### src/vcds_pkg.sv
package vcds_pkg;

    localparam int VERTEX_W         = 6;
    localparam int MAX_COVER_W      = 7;
    localparam int DEF_MAX_VERTICES = 64;
    localparam int DEF_MAX_EDGES    = 256;
    localparam int QUEUE_DEPTH      = 4;

    // command from the front to the search engine
    typedef struct packed {
        logic [VERTEX_W-1:0] a;
        logic [VERTEX_W-1:0] b;
        logic                load;
        logic                start;
    } cmd_t;

    typedef enum logic [1:0] {
        BR_SKIP = 2'd0,
        BR_A    = 2'd1,
        BR_B    = 2'd2
    } branch_t;

    typedef enum logic [2:0] {
        ST_IDLE,
        ST_DESC,
        ST_DESC_EVAL,
        ST_BACK,
        ST_BACK_EVAL
    } search_state_t;

endpackage

### src/vcds_queue.sv
module vcds_queue (
    input  logic           clk,
    input  logic           rst_n,
    input  logic           wr_en,
    input  vcds_pkg::cmd_t wr_data,
    output logic           full,
    input  logic           rd_en,
    output vcds_pkg::cmd_t rd_data,
    output logic           valid
);
    import vcds_pkg::*;

    localparam int PW = $clog2(QUEUE_DEPTH);

    cmd_t            mem_reg [QUEUE_DEPTH];
    logic [PW-1:0]   wr_ptr_reg, wr_ptr_next;
    logic [PW-1:0]   rd_ptr_reg, rd_ptr_next;
    logic [PW:0]     count_reg, count_next;
    logic            do_wr, do_rd;

    assign full    = (count_reg == (PW+1)'(QUEUE_DEPTH));
    assign valid   = (count_reg != '0);
    assign rd_data = mem_reg[rd_ptr_reg];
    assign do_wr   = wr_en & ~full;
    assign do_rd   = rd_en & valid;

    always_comb
    begin
        wr_ptr_next = do_wr ? wr_ptr_reg + 1'b1 : wr_ptr_reg;
        rd_ptr_next = do_rd ? rd_ptr_reg + 1'b1 : rd_ptr_reg;
        count_next  = count_reg + (PW+1)'(do_wr) - (PW+1)'(do_rd);
    end

    always_ff @(posedge clk)
    begin
        if (do_wr)
        begin
            mem_reg[wr_ptr_reg] <= wr_data;
        end
    end

    always_ff @(posedge clk or negedge rst_n)
    begin
        if (!rst_n)
        begin
            wr_ptr_reg <= '0;
            rd_ptr_reg <= '0;
            count_reg  <= '0;
        end
        else
        begin
            wr_ptr_reg <= wr_ptr_next;
            rd_ptr_reg <= rd_ptr_next;
            count_reg  <= count_next;
        end
    end

endmodule

### config.mk
export PLATFORM = sky130hd
export DESIGN_NAME = vcds_queue
export DESIGN_NICKNAME = d
export VERILOG_FILES = /design/src/vcds_pkg.sv /design/src/vcds_queue.sv
export SDC_FILE = /design/constraint.sdc
export NUM_CORES = 1
export LEC_CHECK = 0
export BUFFER_PORTS_ARGS = -buffer_cell sky130_fd_sc_hd__buf_4
export CAP_MARGIN = 10
export CORE_AREA = 3 3 72 74
export DETAILED_ROUTE_END_ITERATION = 8
export DIE_AREA = 0 0 75 77
export PLACE_DENSITY = 0.73
export SLEW_MARGIN = 30
export SYNTH_ARGS = -nofsm -noshare
export SYNTH_HDL_FRONTEND = slang
export SYNTH_SLANG_ARGS = --single-unit
### constraint.sdc
create_clock -name clk -period 4.1 [get_ports clk]
set_clock_uncertainty 0.2 [all_clocks]
set_input_delay 0.82 -clock clk [delete_from_list [all_inputs] [get_ports clk]]
set_output_delay 0.82 -clock clk [all_outputs]
set_load 0.005 [all_outputs]
== After elaboration in Yosys (flattened, before gate mapping) ==
Memory sizes are Yosys's and may differ from the RTL's.
Index checks and enable logic that the tools add are counted.

* Add/sub/neg operators: 4
* Equality and inequality tests: 1
* Mux-type cells: 2
* Bitwise operators: 3
* Reductions and logical operators: 1

{| class="wikitable"
|+ Operators with widths
! kind !! count
|-
| adder 2 x 1 -> 2 bit, second input constant || 2
|-
| adder 3 x 1 -> 3 bit || 1
|-
| == test 3 bit, second input constant || 1
|-
| nonzero test 3 bit || 1
|-
| subtractor 3 x 1 -> 3 bit || 1
|-
| bitwise AND 1 bit || 2
|-
| 2-to-1 mux 1 bit || 2
|-
| inverter 1 bit || 1
|}

* Register bits: 7
* Bits in writable memories: 56
* Input bits: 18
* Output and inout bits: 16
* Logic and storage cells: 15
* Memories: 1

{| class="wikitable"
|+ Memory list
! memory !! words !! bits a word !! read ports !! clocked after memory_dff !! wr ports !! line !! RTL
|-
| mem_reg || 4 || 14 || 1 || 0 || 1 || vcds_queue.sv:15 || <nowiki>cmd_t mem_reg [QUEUE_DEPTH];</nowiki>
|}

== Logic depth before layout (Yosys ltp) ==
* Word-level depth: 5
* Depth in mapped cells: 9
* Mapped depth without buffers: 9

== Worst setup path before layout ==
Ideal clock, no wire load.

* Kind: input to register
* Start point: in rd_en
* End point: reg count_reg[2]
* Arrival: 2.026 ns
* Required time: 3.772 ns
* Path slack: 1.746 ns
* Stages: 8
* Path buffers: 0
* Cell sequence: o31a_1 -> ha_1 -> inv_1 -> ha_1 -> inv_1 -> fa_1 -> xnor2_1 -> xnor2_1

* Word-level cells in the longest chain between the ends: 2

{| class="wikitable"
|+ RTL lines
! element !! line !! RTL
|-
| from (decl) || vcds_queue.sv:7 || <nowiki>input logic rd_en,</nowiki>
|-
| bitwise AND 1 bit || vcds_queue.sv:25 || <nowiki>assign do_rd = rd_en & valid;</nowiki>
|-
| subtractor 3 x 1 -> 3 bit || vcds_queue.sv:31 || <nowiki>count_next = count_reg + (PW+1)'(do_wr) - (PW+1)'(do_rd);</nowiki>
|-
| net count_next[2] || vcds_queue.sv:18 || <nowiki>logic [PW:0] count_reg, count_next;</nowiki>
|-
| to (signal assigned) || vcds_queue.sv:54 || <nowiki>count_reg <= count_next;</nowiki>
|-
| to (decl) || vcds_queue.sv:18 ||
|}

The timed path passes the listed nets, and every way through them passes these cells.
A chain may end at the register's enable or synchronous reset.

==> results by group <==
Clock tree
  • Clock latency on the worst-skew pair: 0.32 ns
  • CTS Hold Bufs: 0
  • Clk slew on worst S/H paths: roughly 0.07 ns
  • CTS sink count: 63
  • Root Buffer: clkbuf_8
  • Num CTS Buffers: 9
  • Post_cts resized: 0
  • Setup bufs post-CTS: 0
  • Clock Tree Buf Depth: 2
  • Htree depth: 3
  • CTS tree: done

Hold path
  • Worst hold-check path type: input port to asynchronous set/reset pin

Timing
  • Slew Limit Fails: 0
  • Peak Freq: roughly 360 MHz
  • Final min period: 2.803 ns
  • # setup viols final: 0
  • Post-route setup TNS: 0 ns
  • RSZ-0062 raised after global routing: no
  • Slew HR: 48.50%
  • Final worst-path cycle share: roughly two thirds
  • Slew @ Worst Pin: 0.7725 ns
  • Final Hold Viols: 0

Yosys
  • Net count after synthesis: approximately 140
  • Mux share of post-synthesis cell area: 13.47%
  • Synth Area in Simple Gates: roughly 3.6%
  • Post-Syn Area per Cell: between 20 and 25 um^2
  • Sequential area share after synthesis: between 70 and 80%
  • Number of synthesized register bits: 63
  • Yosys cell types: 22
  • Yosys warns: 0
  • Synth Area in Compound Gates: 1.297%
  • Synthesized area: 2507 um^2
  • Post-Synth Adder-Cell Area: under 10%
  • Largest family of logic cells by synthesized area: multiplexers
  • XOR/XNOR share of the synthesized area: 1.397%
  • Gate count after technology mapping: 114

Global routing
  • Number of global-route vias before repair: 1322
  • Gr usage total: between 15 and 20%
  • Initial antenna violation count: 0
  • Largest net degree at the start of global routing: 17
  • Remaining Overflow, GRT: 0
  • Global-route wire length before repair: approximately 6.7 mm

Floorplan
  • Initial Util: between 50% and 60%
  • Die X: 75 um
  • # rows: 25
  • Die height: between 70 and 80 um
  • Die ar.: about 5800 um^2
  • I/O Pins: 34
  • Core area: 4661 um^2

Finish
  • Multi-input gate area: 591.8 um^2
  • Synth-to-Final Area Change: 18.31%
  • Layout filler cell count: 320
  • ANT cells: 0
  • Share of layout cells above drive strength 1: 35.00%
  • Nets: 180
  • Utilization after layout: 63.65%
  • Number of flip-flops in the largest register: 56
  • Non-Filler Instances: 214
  • Register Area: between 1500 and 2000 um^2

Worst setup path
  • Worst Setup Start Kind: flop
  • RR Startpoint: count_reg[1]
  • Slowest cell on crit path: dfrtp_2
  • Largest delay share family, worst path: flip-flops
  • CP max stage delay: 0.68 ns
  • Reg2Reg Setup Slack: approximately 1.6 ns
  • RR Endpoint: count_reg[2]
  • CP bufs+invs: 1
  • Crit path kind: flop to output pin
  • CP Max Fanout: 16
  • Critical path origin: rd_ptr_reg[0]
  • Worst Path Arrival: 1.78 ns
  • Setup crit end kind: output pin
  • Worst r2r path cells: 9
  • Crit path cell chain: mux4_1 > buf_4
  • Data required, critical path: 3.08 ns

Placement
  • DPL Wire Length: 2.684 mm
  • Final RePlAce weighted congestion: 0.8129
  • Port bufs: 33
  • Placed insts: 198

Job
  • Max Cap Violations: 0

Drt
  • Wire per inst: 19.20 um
  • Drt pass-1 iters: 4
  • Residual DRC: 0
  • Iteration-0 DRC count of the detailed router: 96
  • Total number of vias: 1182
  • Routed WL: 4.109 mm
  • Routed Antenna Nets: 0
  • Via density: 5.523

Power and ir drop
  • P_leak: 1.103 nW
  • PD cells: 692.9 nW/um^2
  • Worst IR Drop VDD: 0.4778 mV

Outcome
  • Status: complete, no violations
final cells by class:
| class | count | share of cell area [%] |
|---|---|---|
| multi-input cells | 42 | 19.95 |
| clock inverters | 6 | 1.729 |
| clock buffers | 10 | 4.302 |
| well taps | 54 | 2.278 |
| repair buffers | 33 | 8.351 |
| inverters | 6 | 0.7592 |
| flip-flops and latches | 63 | 62.63 |
worst reg2reg max path: stages, from the launching register on:
cell     delay (ns)
dfrtp_1        0.48
or3b_4         0.47
nand2_1        0.10
ha_1           0.23
inv_1          0.05
ha_1           0.13
inv_1          0.04
fa_1           0.38
xnor2_1        0.20
xnor2_1        0.14
per-stage QoR:
stage	hold WS [ns]	total power [mW]	area, um^2	setup WS, ns
after global placement	0.3728	1.555	2786	1.347
after floorplan	0.3244	1.348	2507	1.746
after global routing	0.08178	2.178	2967	1.168
after detailed placement	0.4037	1.594	2786	1.293
final	0.09665	2.055	2967	1.297
after CTS	0.09228	2.082	2965	0.9428
per-layer routing:
layer	track usage [%]	part of all wire (%)	up-vias
li1	-	-	547
met1	20.72	42	597
met2	24.91	51	31
met3	6.160	5.2	7
met4	8.007	2.0	0
met5	0	0	-
worst max path at each step:
stage / end / slack, ns / depth (start not counted)
final: rd_data[13] / 1.30 / 2
after global routing: rd_data[4] / 1.17 / 2
after CTS: rd_data[3] / 0.94 / 2
after detailed placement: rd_data[3] / 1.29 / 2
after global placement: rd_data[13] / 1.35 / 2
after floorplan: count_reg[2] / 1.75 / 8
cells by family after synthesis:
family          after synthesis
xor+xnor                      4
fa+ha+maj                     7
simple gates                 13
flops                        63
buf+inv                       9
mux                          14
compound gates                4
cell usage after synthesis, drive strengths merged:
library cell,instances,area [um^2]
o311ai,1,8.760
nand2b,3,18.77
o31a,1,8.760
inv,6,22.52
buf,3,36.28
ha,6,75.07
xnor2,3,26.28
or3b,1,11.26
o211ai,2,15.01
or3,1,6.260
nand4bb,2,22.52
nand2,2,7.510
and3,4,25.02
fa,1,20.02
edfxtp,56,1682
dfrtp,7,175.2
xor2,1,8.760
mux4,14,337.8
report_power, final:
group	switching [mW]	leakage [nW]	internal [mW]
Sequential	0.141	0.594	0.861
Clock	0.219	0.0925	0.273
Combinational	0.216	0.416	0.346
Total	0.576	1.10	1.48
cells in the final DEF (no fill, tap or decap):
| master | n |
|---|---|
| and3_1 | 4 |
| buf_4 | 33 |
| bufinv_16 | 1 |
| clkbuf_1 | 1 |
| clkbuf_8 | 9 |
| clkinv_1 | 3 |
| clkinv_2 | 2 |
| dfrtp_1 | 6 |
| dfrtp_2 | 1 |
| edfxtp_1 | 56 |
| fa_1 | 1 |
| ha_1 | 6 |
| inv_1 | 5 |
| inv_2 | 1 |
| mux4_1 | 6 |
| mux4_2 | 8 |
| nand2_1 | 2 |
| nand2b_1 | 3 |
| nand4bb_1 | 2 |
| o211ai_1 | 2 |
| o311ai_0 | 1 |
| o31a_1 | 1 |
| or3_1 | 1 |
| or3b_4 | 1 |
| xnor2_1 | 3 |
| xor2_1 | 1 |
No activity file was read; power rests on OpenSTA's default activity.
